## src/sv/efm_pkg.sv

```systemverilog
package efm_pkg;

	localparam int CHANNELS   = 8;
	localparam int TIME_BITS  = 32;
	localparam int CH_W       = (CHANNELS > 1) ? $clog2(CHANNELS) : 1;

	localparam int CHAN_W     = 3;
	localparam int TS_W       = 32;
	localparam int AVG_W      = 20;
	localparam int FREQ_W     = 20;
	localparam int W_W        = 10;
	localparam int ACC_W      = 30;
	localparam int TOUT_W     = 20;

	localparam int CFG_IDX_W  = 2;
	localparam int CFG_DATA_W = 20;

	localparam logic [W_W-1:0]    PER_MILLE     = W_W'(1000);
	localparam logic [ACC_W-1:0]  ONE_MILLION   = ACC_W'(1000000);
	localparam logic [TOUT_W-1:0] TIMEOUT_RESET = TOUT_W'(1337);
	localparam logic [W_W-1:0]    WEIGHT_RESET  = W_W'(8);

	typedef enum logic [CFG_IDX_W-1:0] {
		REG_TIMEOUT,
		REG_WEIGHT
	} cfg_reg_t;

	typedef enum logic [2:0] {
		S_IDLE,
		S_READ,
		S_CHECK,
		S_MAC,
		S_DIVA,
		S_RECIP,
		S_DONE
	} state_t;

	typedef struct packed {
		logic busy;
		logic done;
	} unit_status_t;

	typedef struct packed {
		logic [TS_W-1:0]  last_time;
		logic [AVG_W-1:0] avg;
	} entry_t;

endpackage

```

## src/sv/efm_in_if.sv

```systemverilog
interface efm_in_if;
	import efm_pkg::*;

	logic              valid;
	logic              ready;
	logic [CHAN_W-1:0] channel;
	logic [TS_W-1:0]   timestamp_us;

	modport source(output valid, channel, timestamp_us, input ready);
	modport sink(input valid, channel, timestamp_us, output ready);
endinterface

```

## src/sv/efm_out_if.sv

```systemverilog
interface efm_out_if;
	import efm_pkg::*;

	logic              valid;
	logic              ready;
	logic [CHAN_W-1:0] channel_out;
	logic [FREQ_W-1:0] freq_hz;
	logic              timed_out;
	logic [AVG_W-1:0]  avg_period_us;

	modport source(output valid, channel_out, freq_hz, timed_out, avg_period_us, input ready);
	modport sink(input valid, channel_out, freq_hz, timed_out, avg_period_us, output ready);
endinterface

```

## src/sv/efm_cfg_if.sv

```systemverilog
interface efm_cfg_if;
	import efm_pkg::*;

	logic                  valid;
	logic                  ready;
	logic [CFG_IDX_W-1:0]  index;
	logic [CFG_DATA_W-1:0] data;

	modport source(output valid, index, data, input ready);
	modport sink(input valid, index, data, output ready);
endinterface

```

## src/sv/efm_mac.sv

```systemverilog
module efm_mac
	import efm_pkg::*;
(
	input  logic               clk,
	input  logic               arst_n,
	input  logic               start,
	input  logic [W_W-1:0]     weight_a,
	input  logic [AVG_W-1:0]   a,
	input  logic [W_W-1:0]     weight_b,
	input  logic [AVG_W-1:0]   b,
	output logic [ACC_W-1:0]   acc,
	output unit_status_t       status
);

	localparam int CNT_W = (W_W > 1) ? $clog2(W_W) : 1;

	logic [W_W-1:0]   wa_q, wb_q;
	logic [AVG_W-1:0] a_q, b_q;
	logic [ACC_W-1:0] acc_q;
	logic [CNT_W-1:0] cnt_q;
	logic             busy_q, done_q;

	// msb-first shift and add, one weight bit of each product per cycle
	always_ff @(posedge clk) begin
		if (start) begin
			wa_q  <= weight_a;
			wb_q  <= weight_b;
			a_q   <= a;
			b_q   <= b;
			acc_q <= '0;
		end else if (busy_q) begin
			acc_q <= (acc_q << 1)
				+ (wa_q[W_W-1] ? ACC_W'(a_q) : '0)
				+ (wb_q[W_W-1] ? ACC_W'(b_q) : '0);
			wa_q  <= wa_q << 1;
			wb_q  <= wb_q << 1;
		end
	end

	always_ff @(posedge clk or negedge arst_n) begin
		if (!arst_n) begin
			busy_q <= 1'b0;
			done_q <= 1'b0;
			cnt_q  <= '0;
		end else begin
			done_q <= 1'b0;
			if (start) begin
				busy_q <= 1'b1;
				cnt_q  <= '0;
			end else if (busy_q) begin
				cnt_q <= cnt_q + CNT_W'(1);
				if (cnt_q == CNT_W'(W_W - 1)) begin
					busy_q <= 1'b0;
					done_q <= 1'b1;
				end
			end
		end
	end

	assign acc         = acc_q;
	assign status.busy = busy_q;
	assign status.done = done_q;

endmodule

```

## src/sv/efm_div.sv

```systemverilog
module efm_div
	import efm_pkg::*;
(
	input  logic               clk,
	input  logic               arst_n,
	input  logic               start,
	input  logic [ACC_W-1:0]   dividend,
	input  logic [AVG_W-1:0]   divisor,
	output logic [ACC_W-1:0]   quotient,
	output unit_status_t       status
);

	localparam int CNT_W = $clog2(ACC_W);

	logic [AVG_W-1:0] rem_q, dvs_q;
	logic [ACC_W-1:0] dq_q;
	logic [CNT_W-1:0] cnt_q;
	logic             busy_q, done_q;

	logic [AVG_W:0]   shifted, diff;
	logic             ge;

	// restoring step: dividend bits leave the top of dq, quotient bits enter below
	assign shifted = {rem_q, dq_q[ACC_W-1]};
	assign diff    = shifted - {1'b0, dvs_q};
	assign ge      = shifted >= {1'b0, dvs_q};

	always_ff @(posedge clk) begin
		if (start) begin
			rem_q <= '0;
			dvs_q <= divisor;
			dq_q  <= dividend;
		end else if (busy_q) begin
			rem_q <= ge ? diff[AVG_W-1:0] : shifted[AVG_W-1:0];
			dq_q  <= {dq_q[ACC_W-2:0], ge};
		end
	end

	always_ff @(posedge clk or negedge arst_n) begin
		if (!arst_n) begin
			busy_q <= 1'b0;
			done_q <= 1'b0;
			cnt_q  <= '0;
		end else begin
			done_q <= 1'b0;
			if (start) begin
				busy_q <= 1'b1;
				cnt_q  <= '0;
			end else if (busy_q) begin
				cnt_q <= cnt_q + CNT_W'(1);
				if (cnt_q == CNT_W'(ACC_W - 1)) begin
					busy_q <= 1'b0;
					done_q <= 1'b1;
				end
			end
		end
	end

	assign quotient    = dq_q;
	assign status.busy = busy_q;
	assign status.done = done_q;

endmodule

```

## src/sv/edge_frequency_meter_ema.sv

```systemverilog
// steps: a timed-out edge word goes from the channel check straight to the result; any other
// word runs 10 steps of the bit-serial multiply-add, then a 30-step pass of the shared serial
// divider by 1000 and, unless the new average comes out zero, a second 30-step pass of it
// (one million over the average); one edge word is handled at a time, and its result may
// wait for the output register to empty; the next word is taken once the sequencer is back
// at idle, while the previous result may still wait in the output register
// reset: clears control, sets timeout to 1337 us and weight to 8, all channels read as zero
module edge_frequency_meter_ema
	import efm_pkg::*;
(
	input  logic      clk,
	input  logic      arst_n,
	efm_in_if.sink    edges,
	efm_out_if.source results,
	efm_cfg_if.sink   cfg
);

	state_t state_q, state_d;

	logic [TOUT_W-1:0] timeout_q;
	logic [W_W-1:0]    weight_q;

	entry_t            mem [CHANNELS];
	logic [CHANNELS-1:0] valid_q;

	logic [CHAN_W-1:0] ch_q;
	logic [TS_W-1:0]   ts_q;
	entry_t            rd_q;
	logic              rd_vld_q;
	logic              tout_q;
	logic [AVG_W-1:0]  avg_new_q;
	logic [FREQ_W-1:0] freq_q;

	logic              out_valid_q;
	logic [CHAN_W-1:0] out_ch_q;
	logic [FREQ_W-1:0] out_freq_q;
	logic              out_tout_q;
	logic [AVG_W-1:0]  out_avg_q;

	logic              ch_ok;
	logic [CH_W-1:0]   ch_idx;
	logic [TS_W-1:0]   last_time;
	logic [AVG_W-1:0]  old_avg;
	logic [63:0]       diff;
	logic [TIME_BITS-1:0] interval;
	logic              too_long;
	logic [W_W-1:0]    w_sat, w_comp;

	logic              mac_start, div_start, fire;
	logic [ACC_W-1:0]  mac_acc, div_quo, div_dvd;
	logic [AVG_W-1:0]  div_dvs;
	logic              quo_zero;
	unit_status_t      mac_st, div_st;

	assign ch_ok  = 32'(edges.channel) < CHANNELS;
	assign ch_idx = CH_W'(ch_q);

	assign last_time = rd_vld_q ? rd_q.last_time : '0;
	assign old_avg   = rd_vld_q ? rd_q.avg : '0;
	assign diff      = 64'(ts_q) - 64'(last_time);
	assign interval  = diff[TIME_BITS-1:0];
	assign too_long  = 64'(interval) > 64'(timeout_q);

	assign w_sat    = (weight_q > PER_MILLE) ? PER_MILLE : weight_q;
	assign w_comp   = PER_MILLE - w_sat;
	assign quo_zero = div_quo[AVG_W-1:0] == '0;

	// configuration
	assign cfg.ready = 1'b1;

	always_ff @(posedge clk or negedge arst_n) begin
		if (!arst_n) begin
			timeout_q <= TIMEOUT_RESET;
			weight_q  <= WEIGHT_RESET;
		end else if (cfg.valid) begin
			unique case (cfg.index)
				REG_TIMEOUT: timeout_q <= cfg.data[TOUT_W-1:0];
				REG_WEIGHT:  weight_q  <= cfg.data[W_W-1:0];
				default: ;
			endcase
		end
	end

	// sequencer
	always_comb begin
		state_d = state_q;
		unique case (state_q)
			S_IDLE:  if (edges.valid && ch_ok) state_d = S_READ;
			S_READ:  state_d = S_CHECK;
			S_CHECK: state_d = too_long ? S_DONE : S_MAC;
			S_MAC:   if (mac_st.done) state_d = S_DIVA;
			S_DIVA:  if (div_st.done) state_d = quo_zero ? S_DONE : S_RECIP;
			S_RECIP: if (div_st.done) state_d = S_DONE;
			S_DONE:  if (!out_valid_q || results.ready) state_d = S_IDLE;
			default: state_d = S_IDLE;
		endcase
	end

	always_comb begin
		edges.ready = state_q == S_IDLE;
		mac_start   = (state_q == S_CHECK) && !too_long;
		div_start   = ((state_q == S_MAC) && mac_st.done)
			|| ((state_q == S_DIVA) && div_st.done && !quo_zero);
		fire        = (state_q == S_DONE) && (!out_valid_q || results.ready);
		// first pass divides the weighted sum by 1000, second takes the reciprocal
		if (state_q == S_MAC) begin
			div_dvd = mac_acc;
			div_dvs = AVG_W'(PER_MILLE);
		end else begin
			div_dvd = ONE_MILLION;
			div_dvs = div_quo[AVG_W-1:0];
		end
	end

	always_ff @(posedge clk or negedge arst_n) begin
		if (!arst_n) begin
			state_q <= S_IDLE;
		end else begin
			state_q <= state_d;
		end
	end

	// channel store
	always_ff @(posedge clk) begin
		if (state_q == S_READ) begin
			rd_q <= mem[ch_idx];
		end
		if (fire) begin
			mem[ch_idx] <= {ts_q, avg_new_q};
		end
	end

	always_ff @(posedge clk or negedge arst_n) begin
		if (!arst_n) begin
			valid_q <= '0;
		end else if (fire) begin
			valid_q[ch_idx] <= 1'b1;
		end
	end

	// working registers
	always_ff @(posedge clk) begin
		if (edges.valid && edges.ready) begin
			ch_q <= edges.channel;
			ts_q <= edges.timestamp_us;
		end
		if (state_q == S_READ) begin
			rd_vld_q <= valid_q[ch_idx];
		end
		if (state_q == S_CHECK) begin
			tout_q    <= too_long;
			avg_new_q <= old_avg;
			freq_q    <= '0;
		end
		if ((state_q == S_DIVA) && div_st.done) begin
			avg_new_q <= div_quo[AVG_W-1:0];
		end
		if ((state_q == S_RECIP) && div_st.done) begin
			freq_q <= div_quo[FREQ_W-1:0];
		end
	end

	efm_mac u_mac (
		.clk      (clk),
		.arst_n   (arst_n),
		.start    (mac_start),
		.weight_a (w_sat),
		.a        (AVG_W'(interval)),
		.weight_b (w_comp),
		.b        (old_avg),
		.acc      (mac_acc),
		.status   (mac_st)
	);

	efm_div u_div (
		.clk      (clk),
		.arst_n   (arst_n),
		.start    (div_start),
		.dividend (div_dvd),
		.divisor  (div_dvs),
		.quotient (div_quo),
		.status   (div_st)
	);

	// output register
	always_ff @(posedge clk or negedge arst_n) begin
		if (!arst_n) begin
			out_valid_q <= 1'b0;
		end else if (fire) begin
			out_valid_q <= 1'b1;
		end else if (results.ready) begin
			out_valid_q <= 1'b0;
		end
	end

	always_ff @(posedge clk) begin
		if (fire) begin
			out_ch_q   <= ch_q;
			out_freq_q <= freq_q;
			out_tout_q <= tout_q;
			out_avg_q  <= avg_new_q;
		end
	end

	assign results.valid         = out_valid_q;
	assign results.channel_out   = out_ch_q;
	assign results.freq_hz       = out_freq_q;
	assign results.timed_out     = out_tout_q;
	assign results.avg_period_us = out_avg_q;

	a_tout_zero: assert property (@(posedge clk) disable iff (!arst_n)
		results.valid && results.timed_out |-> results.freq_hz == '0)
		else $error("timed-out result with nonzero frequency");

	a_avg_zero: assert property (@(posedge clk) disable iff (!arst_n)
		results.valid && (results.avg_period_us == '0) |-> results.freq_hz == '0)
		else $error("zero average with nonzero frequency");

	a_mac_state: assert property (@(posedge clk) disable iff (!arst_n)
		mac_st.busy |-> state_q == S_MAC)
		else $error("multiplier running outside its state");

	a_div_state: assert property (@(posedge clk) disable iff (!arst_n)
		div_st.busy |-> (state_q == S_DIVA) || (state_q == S_RECIP))
		else $error("divider running outside its states");

	a_accept: assert property (@(posedge clk) disable iff (!arst_n)
		edges.valid && edges.ready && ch_ok |=> state_q == S_READ)
		else $error("accepted edge word not read from the channel store");

endmodule
```

## src/flat_wrapper.sv

```systemverilog
// flat-port wrapper written by rule: the top's interface ports become plain ports
module edge_frequency_meter_ema_flat import efm_pkg::*;
  (clk, arst_n, edges_valid, edges_channel, edges_timestamp_us, edges_ready, results_valid, results_channel_out, results_freq_hz, results_timed_out, results_avg_period_us, results_ready, cfg_valid, cfg_index, cfg_data, cfg_ready);
  efm_in_if edges_i ();
  efm_out_if results_i ();
  efm_cfg_if cfg_i ();
  input  logic clk;
  input  logic arst_n;
  input wire logic [$bits(edges_i.valid)-1:0] edges_valid;
  input wire logic [$bits(edges_i.channel)-1:0] edges_channel;
  input wire logic [$bits(edges_i.timestamp_us)-1:0] edges_timestamp_us;
  output wire logic [$bits(edges_i.ready)-1:0] edges_ready;
  output wire logic [$bits(results_i.valid)-1:0] results_valid;
  output wire logic [$bits(results_i.channel_out)-1:0] results_channel_out;
  output wire logic [$bits(results_i.freq_hz)-1:0] results_freq_hz;
  output wire logic [$bits(results_i.timed_out)-1:0] results_timed_out;
  output wire logic [$bits(results_i.avg_period_us)-1:0] results_avg_period_us;
  input wire logic [$bits(results_i.ready)-1:0] results_ready;
  input wire logic [$bits(cfg_i.valid)-1:0] cfg_valid;
  input wire logic [$bits(cfg_i.index)-1:0] cfg_index;
  input wire logic [$bits(cfg_i.data)-1:0] cfg_data;
  output wire logic [$bits(cfg_i.ready)-1:0] cfg_ready;
  assign edges_i.valid = edges_valid;
  assign edges_i.channel = edges_channel;
  assign edges_i.timestamp_us = edges_timestamp_us;
  assign edges_ready = edges_i.ready;
  assign results_valid = results_i.valid;
  assign results_channel_out = results_i.channel_out;
  assign results_freq_hz = results_i.freq_hz;
  assign results_timed_out = results_i.timed_out;
  assign results_avg_period_us = results_i.avg_period_us;
  assign results_i.ready = results_ready;
  assign cfg_i.valid = cfg_valid;
  assign cfg_i.index = cfg_index;
  assign cfg_i.data = cfg_data;
  assign cfg_ready = cfg_i.ready;
  edge_frequency_meter_ema u_core (.clk(clk), .arst_n(arst_n), .edges(edges_i), .results(results_i), .cfg(cfg_i));
endmodule
```

## config.mk

```make
export PLATFORM = sky130hd
export DESIGN_NAME = edge_frequency_meter_ema_flat
export DESIGN_NICKNAME = d
export VERILOG_FILES = /design/src/sv/efm_pkg.sv /design/src/sv/efm_in_if.sv /design/src/sv/efm_out_if.sv /design/src/sv/efm_cfg_if.sv /design/src/sv/efm_mac.sv /design/src/sv/efm_div.sv /design/src/sv/edge_frequency_meter_ema.sv /design/src/flat_wrapper.sv
export SDC_FILE = /design/constraint.sdc
export NUM_CORES = 1
export LEC_CHECK = 0
export ABC_AREA = 1
export ABC_CLOCK_PERIOD_IN_PS = 9700
export BUFFER_PORTS_ARGS = -buffer_cell sky130_fd_sc_hd__buf_4
export CORE_ASPECT_RATIO = 0.75
export CORE_MARGIN = 10
export CORE_UTILIZATION = 38
export DETAILED_ROUTE_END_ITERATION = 8
export SETUP_SLACK_MARGIN = 0.3
export SKIP_CTS_REPAIR_TIMING = 1
export SLEW_MARGIN = 5
export SYNTH_ARGS = -nofsm -noshare
export SYNTH_HDL_FRONTEND = slang
export SYNTH_HIERARCHICAL = 1
export SYNTH_SLANG_ARGS = --single-unit
```

## constraint.sdc

```tcl
create_clock -name clk -period 9.7 [get_ports clk]
set_input_delay 0.97 -clock clk [delete_from_list [all_inputs] [get_ports clk]]
set_output_delay 0.97 -clock clk [all_outputs]
set_load 0.05 [all_outputs]
```

==> flow_metrics.env, run 1 <==
export IMPL_clk_latency_ps=660
export IMPL_grt_use_total=0.174
export IMPL_die_h_microns=289
export IMPL_final_cell_mix="1037 x nand2_1, 699 x edfxtp_1, 470 x inv_1"
export IMPL_endpoint_kind="flop"
export IMPL_placed_cells=4735
export IMPL_crit_family="simple AND/OR/NAND/NOR gates"
export IMPL_final_cell_area_sq_um=41600
export IMPL_pwr_share_seq=0.458
export IMPL_htreeDepth=3
export IMPL_cts_buffer_depth=3
export IMPL_m1WireLength_mm=47.6
export IMPL_whs_ps=419
export IMPL_grt_setup_unrepaired="no"
export IMPL_cts_inserted_buffers=83
export IMPL_final_cell_count_no_fill=4884
export IMPL_cp_buffers_inverters=6
export IMPL_worst_pin_slew_ps=1080
export IMPL_met2_length_mm=40.0
export IMPL_drv_cap=0
export IMPL_status="completed"
export IMPL_vias_per_cell=5.05
export IMPL_crit_slowest_cell="nor2_4"
export IMPL_power_density_nw_per_um2=236
export IMPL_max_slew_margin=0.277
export IMPL_overflow=0
export IMPL_dieWidth_microns=379
export IMPL_grt_pass1_wl_mm=146
export IMPL_power_leakage_nw=17.1
export IMPL_cp_common_cell="nand2_1"
export IMPL_top_layer="met4"
export IMPL_power_mw=9.84
export IMPL_routabilityCongestion=0.906
export IMPL_switching_share=0.320
export IMPL_placed_area_sq_um=38900
export IMPL_ant_nets=0
export IMPL_fin_ws_ps=3910
export IMPL_num_rows=98
export IMPL_setup_viol=0
export IMPL_hold_viol_final=0
export IMPL_dr_pass1_iters=5
export IMPL_num_antenna_cells=0
export IMPL_postLayoutCoreUtil=0.436
export IMPL_synth_area_sq_um=36600
export IMPL_finalCritPeriodShare=0.597
export IMPL_syn_inst=3449
export IMPL_pre_cts_ws_ps=3870
export IMPL_start_kind="flop"
export IMPL_power_switching_mw=3.15
export IMPL_yosysWarnings=6
export IMPL_antenna_found_initial=2
export IMPL_finalSetupTns_ps=0
export IMPL_drc=0
export IMPL_irDropWorstVdd_uv=140
export IMPL_drive_gt1_frac=0.118
export IMPL_fmax_mhz=173
export IMPL_finalMaxSlewViolations=0
export IMPL_cts_tree="done"
export IMPL_area_growth_pct=13.6
export IMPL_worstSetupPathType="flop to flop"
export IMPL_critPathMaxFanout=52
export IMPL_hpwl_mm=62.8
export IMPL_pwr_share_comb=0.219
export IMPL_drt_total_wl_mm=96.3
export IMPL_clockPowerShare=0.324
export IMPL_final_common_cell="nand2_1"
export IMPL_layout_nets=3751
export IMPL_port_buffers=107
export IMPL_dr_wl_met3_mm=6.90
export IMPL_layout_min_cycle_time_ps=5790
export IMPL_via_count=24700
export IMPL_arrival_ps=6390
export IMPL_ioPinCount=109
export IMPL_critPathMaxStageDelay_ps=540
export IMPL_initial_utilization=0.383
export IMPL_intPower_mw=6.69
export IMPL_post_synth_cell_area_avg_sq_um=10.6
export IMPL_cts_root_buf="clkbuf_16"
export IMPL_drt_first_iter_violations=2236
export IMPL_clk_pin_slew_ps=60
export IMPL_wl_per_cell_microns=19.7
export IMPL_cp_required_ps=10310
export IMPL_clock_sinks=804
export IMPL_syn_nets=3630
export IMPL_grt_max_degree=56
export IMPL_fin_worst_skew_ps=37.0
export IMPL_min_path_type="flop to flop"
export IMPL_die_area_sq_um=109000
export IMPL_grt_pass1_vias=23300
export IMPL_coreArea_sq_um=95500
flip-flops by register name, indices dropped and copies added, names as in the netlist, 30 cells and up:
register / cells
u_core/mem: 416
u_core/ts_q: 32
u_core/rd_q: 52
u_core/u_mac/acc: 30
u_core/u_div/quotient: 30
layout make-up:
cell class / count / area, sq um
Sequential cell: 804 / 23400
Inverter: 490 / 1840
Clock inverter: 45 / 514
Clock buffer: 104 / 2200
Fill cell: 8889 / 53900
Multi-Input combinational cell: 2050 / 11100
Timing Repair Buffer: 141 / 1060
Tap cell: 1250 / 1560
metal layers:
layer  track usage  vias to the layer above
met5             0                        -
met4        0.0409                        0
met3        0.0304                      105
met2         0.247                      804
met1         0.272                    12000
li1              -                    11800
power groups by stage:
stage / Sequential (mW) / Combinational (mW) / Clock (mW)
finish: 4.50 / 2.15 / 3.19
floorplan: 4.54 / 1.38 / 0
CTS: 4.50 / 2.14 / 3.26
global route: 4.54 / 2.40 / 3.40
detailed placement: 4.57 / 2.13 / 0
global placement: 4.57 / 2.10 / 0
worst paths after layout:
kind / slack (ps) / start / cells past startpoint / end
max: 3910 / u_core/rd_vld_q / 31 / u_core/u_mac/acc[11]
min: 420 / u_core/freq_q[1] / 0 / u_core/results.freq_hz[1]
max reg2reg: 3910 / u_core/rd_vld_q / 31 / u_core/u_mac/acc[11]
min reg2reg: 420 / u_core/freq_q[1] / 0 / u_core/results.freq_hz[1]
max in group asynchronous: 8690 / arst_n / 1 / u_core/weight_q[0]
min in group asynchronous: 440 / arst_n / 1 / u_core/weight_q[5]
(Power assumes the default switching activity.)
==> inputs of run 2 (changes only) <==
- ABC_CLOCK_PERIOD_IN_PS: 9700 -> 4950
- clock period: 9.7 -> 4.95 ns (I/O delays scaled with it)
==> run 2 against run 1 <==
Die area did not move. Clock power rose by 88%. Clock skew rose by 4.8 ps. Fmax rose by 30%. Final area rose by 1.5%. Final cell count rose by 1.2%. Worst setup slack got worse by 3400 ps. Register-to-register slack got worse by 3400 ps. Clock-buffer cell count fell by 8. Combinational power rose by 110%. Sequential share of layout area fell by 0.83 points. First-iteration DRC count rose by 1.8%. Critical endpoint is now u_core/u_mac/done_q.
==> flow_metrics.env, run 2 (synthesis results as in run 1) <==
export IMPL_status="completed"
export IMPL_drv_cap=0
export IMPL_irDropWorstVdd_uv=279
export IMPL_grt_pass1_vias=23300
export IMPL_critPathMaxFanout=20
export IMPL_drt_first_iter_violations=2276
export IMPL_pwr_share_seq=0.457
export IMPL_power_density_nw_per_um2=456
export IMPL_drt_total_wl_mm=97.8
export IMPL_min_path_type="input port to flop"
export IMPL_cts_buffer_depth=3
export IMPL_hpwl_mm=64.6
export IMPL_dr_pass1_iters=5
export IMPL_fmax_mhz=224
export IMPL_cp_required_ps=5470
export IMPL_critPathMaxStageDelay_ps=450
export IMPL_clk_latency_ps=660
export IMPL_ant_nets=0
export IMPL_endpoint_kind="flop"
export IMPL_clockPowerShare=0.311
export IMPL_finalCritPeriodShare=0.903
export IMPL_min_path_cells=1
export IMPL_pre_cts_ws_ps=298
export IMPL_layout_nets=3803
export IMPL_grt_use_total=0.176
export IMPL_r2r_start="u_core/rd_vld_q"
export IMPL_htreeDepth=3
export IMPL_layout_min_cycle_time_ps=4470
export IMPL_final_cell_mix="1036 x nand2_1, 699 x edfxtp_1, 469 x inv_1"
export IMPL_grt_pass1_wl_mm=147
export IMPL_vias_per_cell=5.03
export IMPL_intPower_mw=13.0
export IMPL_worstSetupPathType="flop to flop"
export IMPL_antenna_found_initial=2
export IMPL_fin_ws_ps=481
export IMPL_reg2reg_depth=25
export IMPL_overflow=0
export IMPL_coreArea_sq_um=95500
export IMPL_clk_pin_slew_ps=60
export IMPL_power_mw=19.3
export IMPL_area_growth_pct=15.3
export IMPL_die_area_sq_um=109000
export IMPL_wl_per_cell_microns=19.8
export IMPL_cts_tree="done"
export IMPL_port_buffers=107
export IMPL_reg_largest_list="u_core/mem: 416 flops, u_core/rd_q: 52 flops, u_core/ts_q: 32 flops"
export IMPL_hp_start="edges_timestamp_us[13]"
export IMPL_via_count=24900
export IMPL_finalSetupTns_ps=0
export IMPL_worst_pin_slew_ps=1060
export IMPL_largest_register="u_core/mem"
export IMPL_drc=0
export IMPL_finalMaxSlewViolations=0
export IMPL_die_h_microns=289
export IMPL_max_slew_margin=0.291
export IMPL_rr_endpoint="u_core/u_mac/done_q"
export IMPL_routabilityCongestion=0.912
export IMPL_num_rows=98
export IMPL_power_leakage_nw=17.4
export IMPL_start_kind="flop"
export IMPL_setup_viol=0
export IMPL_final_common_cell="nand2_1"
export IMPL_power_switching_mw=6.25
export IMPL_hold_viol_final=0
export IMPL_cts_inserted_buffers=83
export IMPL_initial_utilization=0.383
export IMPL_dieWidth_microns=379
export IMPL_cts_root_buf="clkbuf_16"
export IMPL_arrival_ps=4990
export IMPL_cp_common_cell="nand2_1"
export IMPL_pwr_share_comb=0.231
export IMPL_crit_slowest_cell="edfxtp_1"
export IMPL_switching_share=0.324
export IMPL_ioPinCount=109
export IMPL_grt_setup_unrepaired="yes"
export IMPL_fin_worst_skew_ps=41.8
export IMPL_drive_gt1_frac=0.128
export IMPL_clock_sinks=804
export IMPL_num_antenna_cells=0
export IMPL_largest_register_ff_count=416
export IMPL_grt_max_degree=56
export IMPL_rrSetupSlack_ps=480
export IMPL_whs_endpoint="u_core/ts_q[13]"
-- run 2: cell count changes in the layout (fill, tap and decap cells not counted), moves of 4 or more --
cell           change
dlygate4sd3_1     +25
buf_4             +14
clkinv_1          +10
clkinv_2           +7
clkbuf_1           -6
buf_12             +5
clkinvlp_4         +4
nor4_4             +4
-- run 2: final cells by class --
cell class	count	area (sq um)
fill	8963	53300
sequential	804	23400
multi-input combinational	2050	11200
clock buffer	96	2160
inverter	490	1860
timing repair buffer	190	1600
tap	1250	1560
clock inverter	60	460
timing repair inverter	3	22.5
-- run 2: how the worst max path moves through the flow --
stage	endpoint	from	cells after the start	slack, ps
final	u_core/u_mac/done_q	u_core/rd_vld_q	25	480
after global routing	u_core/u_mac/done_q	u_core/rd_vld_q	26	240
after CTS	u_core/u_mac/wb_q[9]	u_core/rd_vld_q	23	230
after detailed placement	u_core/u_mac/wb_q[9]	u_core/rd_vld_q	23	300
after global placement	u_core/u_mac/wb_q[3]	u_core/rd_vld_q	23	390
after floorplan	u_core/u_mac/acc[12]	u_core/rd_vld_q	29	310
-- run 2: stage by stage --
stage	cell area (sq um)	util	instances	hold WS, ps
3_3_place_gp	39100	0.409	4750	401
2_1_floorplan	36700	-	3449	199
5_1_grt	42200	0.442	4943	0.227
6_report	42200	0.442	4943	27.9
4_1_cts	41700	0.437	4906	-39.4
3_5_place_dp	39100	0.409	4750	406
-- run 2: worst max-delay path: cells and delay by family, from the launching register on --
family	cells	cell delay, ps
buffers and inverters	8	1100
AOI/OAI and AO/OA	3	550
and+or+nand+nor	11	1350
adders and majority gates	2	700
xor gates and xnor gates	1	170
DFF	1	450
-- run 2: layer usage --
metal | GRT usage | wire length (microns) | up-vias
met4 | 0.0347 | 1440 | 2
met5 | 0 | 13 | -
met2 | 0.252 | 40700 | 819
li1 | - | - | 11900
met3 | 0.0352 | 7410 | 98
met1 | 0.273 | 48200 | 12000
-- run 2: power groups by stage --
stage | sequential (mW) | combinational, mW | clock [mW]
floorplan | 8.89 | 2.72 | 0
global placement | 8.93 | 4.27 | 0
detailed placement | 8.94 | 4.30 | 0
CTS | 8.81 | 4.32 | 6.14
global route | 8.87 | 4.95 | 6.42
finish | 8.81 | 4.46 | 6.00
==> inputs of run 3 (changes only) <==
- ABC_CLOCK_PERIOD_IN_PS: 4950 -> 5600
- CELL_PAD_IN_SITES_DETAIL_PLACEMENT: unset -> 1
- CELL_PAD_IN_SITES_GLOBAL_PLACEMENT: unset -> 1
- PLACE_DENSITY_LB_ADDON: unset -> 0.1
- clock period: 4.95 -> 5.6 ns (I/O delays scaled with it)
==> run 3 against run 2 <==
First-iteration DRC count fell by 12%. Final area is 0.58% lower. Critical path depth down 1. Final cell count down 0.65%. Sequential share of layout area up 0.32 points. Power is 9.0% lower. Hold slack got worse by 21 ps. Sequential power decreased by 11%. Worst setup slack better by 270 ps. Fmax fell by 7.8%. Largest cell class unchanged. Highest routed layer unchanged.
==> flow_metrics.env, run 3 (synthesis results as in run 1) <==
export IMPL_power_mw=17.6
export IMPL_pwr_share_comb=0.226
export IMPL_drt_total_wl_mm=113
export IMPL_intPower_mw=11.8
export IMPL_grt_max_degree=61
export IMPL_largest_register_ff_count=416
export IMPL_cts_buffer_depth=3
export IMPL_die_h_microns=289
export IMPL_placed_area_sq_um=39000
export IMPL_critPathMaxFanout=28
export IMPL_switching_share=0.328
export IMPL_clock_sinks=804
export IMPL_cts_tree="done"
export IMPL_top_usage_layer="met1"
export IMPL_fin_worst_skew_ps=74.5
export IMPL_htreeDepth=3
export IMPL_port_buffers=107
export IMPL_via_count=25400
export IMPL_drive_gt1_frac=0.119
export IMPL_drv_cap=0
export IMPL_setup_viol=0
export IMPL_clk_pin_slew_ps=60
export IMPL_postLayoutCoreUtil=0.440
export IMPL_antenna_found_initial=5
export IMPL_worst_pin_slew_ps=1190
export IMPL_placed_cells=4741
export IMPL_hold_viol_final=0
export IMPL_final_common_cell="nand2_1"
export IMPL_reg2reg_depth=24
export IMPL_irDropWorstVdd_uv=235
export IMPL_worstSetupPathType="flop to flop"
export IMPL_drt_first_iter_violations=2003
export IMPL_layout_nets=3773
export IMPL_power_leakage_nw=17.3
export IMPL_use_met3=0.0423
export IMPL_grt_pass1_vias=26200
export IMPL_final_cell_count_no_fill=4911
export IMPL_area_growth_pct=14.6
export IMPL_pwr_share_seq=0.447
export IMPL_nFillCells=10400
export IMPL_met2_usage=0.306
export IMPL_clk_latency_ps=700
export IMPL_grt_use_total=0.205
export IMPL_finalMaxSlewViolations=0
export IMPL_hpwl_mm=76.8
export IMPL_clockPowerShare=0.327
export IMPL_wl_per_cell_microns=22.9
export IMPL_die_area_sq_um=109000
export IMPL_max_slew_margin=0.206
export IMPL_finalCritPeriodShare=0.866
export IMPL_largest_register="u_core/mem"
export IMPL_power_density_nw_per_um2=418
export IMPL_dieWidth_microns=379
export IMPL_overflow=0
export IMPL_grt_pass1_wl_mm=169
export IMPL_power_switching_mw=5.75
export IMPL_crit_slowest_cell="edfxtp_1"
export IMPL_coreArea_sq_um=95500
export IMPL_cp_cell_sequence="buf_12 > nand2_1 > ha_1 > nand2_1 > nand2_1 > inv_2 > nand2_2 > nand2_2 > nand2_4 > nand2_2 > nand2_2 > a31oi_1 > xnor2_1 > ha_1 > a21oi_1 > o21a_1 > nor2_1 > a21oi_1 > nand2_1 > nor2_2 > nand4_1 > inv_2 > nor2_2 > inv_2"
export IMPL_ioPinCount=109
export IMPL_min_path_type="input port to async pin"
export IMPL_status="completed"
export IMPL_rr_endpoint="u_core/u_mac/wb_q[5]"
export IMPL_final_cell_area_sq_um=42000
export IMPL_cts_inserted_buffers=84
export IMPL_whs_ps=6.93
export IMPL_cts_root_buf="clkbuf_16"
export IMPL_multi_input_area_sq_um=11100
export IMPL_fin_ws_ps=751
export IMPL_cp_required_ps=5880
export IMPL_endpoint_kind="flop"
export IMPL_use_met1=0.307
export IMPL_finalSetupTns_ps=0
export IMPL_pre_cts_ws_ps=527
export IMPL_register_area_sq_um=23400
export IMPL_layout_min_cycle_time_ps=4850
export IMPL_dr_pass1_iters=6
export IMPL_vias_per_cell=5.17
export IMPL_routabilityCongestion=0.877
export IMPL_fmax_mhz=206
export IMPL_final_cell_mix="1037 x nand2_1, 699 x edfxtp_1, 470 x inv_1"
export IMPL_reg_largest_list="u_core/mem: 416 flops, u_core/rd_q: 52 flops, u_core/ts_q: 32 flops"
export IMPL_ant_nets=0
export IMPL_r2r_start="u_core/rd_vld_q"
export IMPL_grt_setup_unrepaired="no"
export IMPL_start_kind="flop"
export IMPL_num_rows=98
export IMPL_drc=0
export IMPL_critPathMaxStageDelay_ps=480
export IMPL_initial_utilization=0.383
export IMPL_arrival_ps=5130
export IMPL_rrSetupSlack_ps=750
[run 3: cell types whose count changed in the layout (fill, tap and decap cells not counted), sizes merged, moves of 7 or more]
cell | before | now
dlygate4sd3 | 25 | 12
clkinv | 52 | 38
bufinv | 3 | 10
clkinvlp | 10 | 2
buf | 164 | 149
clkbuf | 97 | 106
[run 3: how the worst max path moves through the flow]
stage	start	cells past startpoint	endpoint	slack [ps]
finish	u_core/rd_vld_q	24	u_core/u_mac/wb_q[5]	750
global route	u_core/rd_vld_q	25	u_core/u_mac/wa_q[9]	320
floorplan	u_core/state_q[2]	8	u_core/mem[2][0]	-870
detailed placement	u_core/rd_vld_q	29	u_core/u_mac/acc[6]	530
global placement	u_core/ts_q[0]	28	u_core/u_mac/acc[11]	720
CTS	u_core/rd_vld_q	29	u_core/u_mac/acc[8]	440
[run 3: critical path: cells and delay by family, from the launching register on]
kind | cells | cell delay (ps)
AND/OR/NAND/NOR | 13 | 1240
AO/OA/AOI/OAI | 4 | 580
buffers and inverters | 4 | 980
flip-flops | 1 | 480
XOR/XNOR | 1 | 380
adder cells (fa/ha/maj) | 2 | 740
[run 3: area by class of cell]
class / instances / area share
well taps: 1250 / 0.0372
repair buffers: 161 / 0.0308
flip-flops and latches: 804 / 0.557
inverters: 490 / 0.0439
multi-input cells: 2051 / 0.264
clock buffers: 106 / 0.0525
diodes: 1 / 0.0000596
clock inverters: 48 / 0.0145
[run 3: metal layers]
layer	routed length, microns	up-vias
li1	-	11800
met1	55100	12800
met2	48300	608
met3	7490	124
met4	1800	2
met5	13	-
[run 3: power groups by stage]
stage          logic [mW]  registers, mW  clock network (mW)
3_5_place_dp         3.95           7.96                   0
3_3_place_gp         3.87           7.94                   0
6_report             3.96           7.84                5.75
2_1_floorplan        2.39           7.87                   0
5_1_grt              4.41           7.91                6.14
4_1_cts              3.97           7.84                5.89
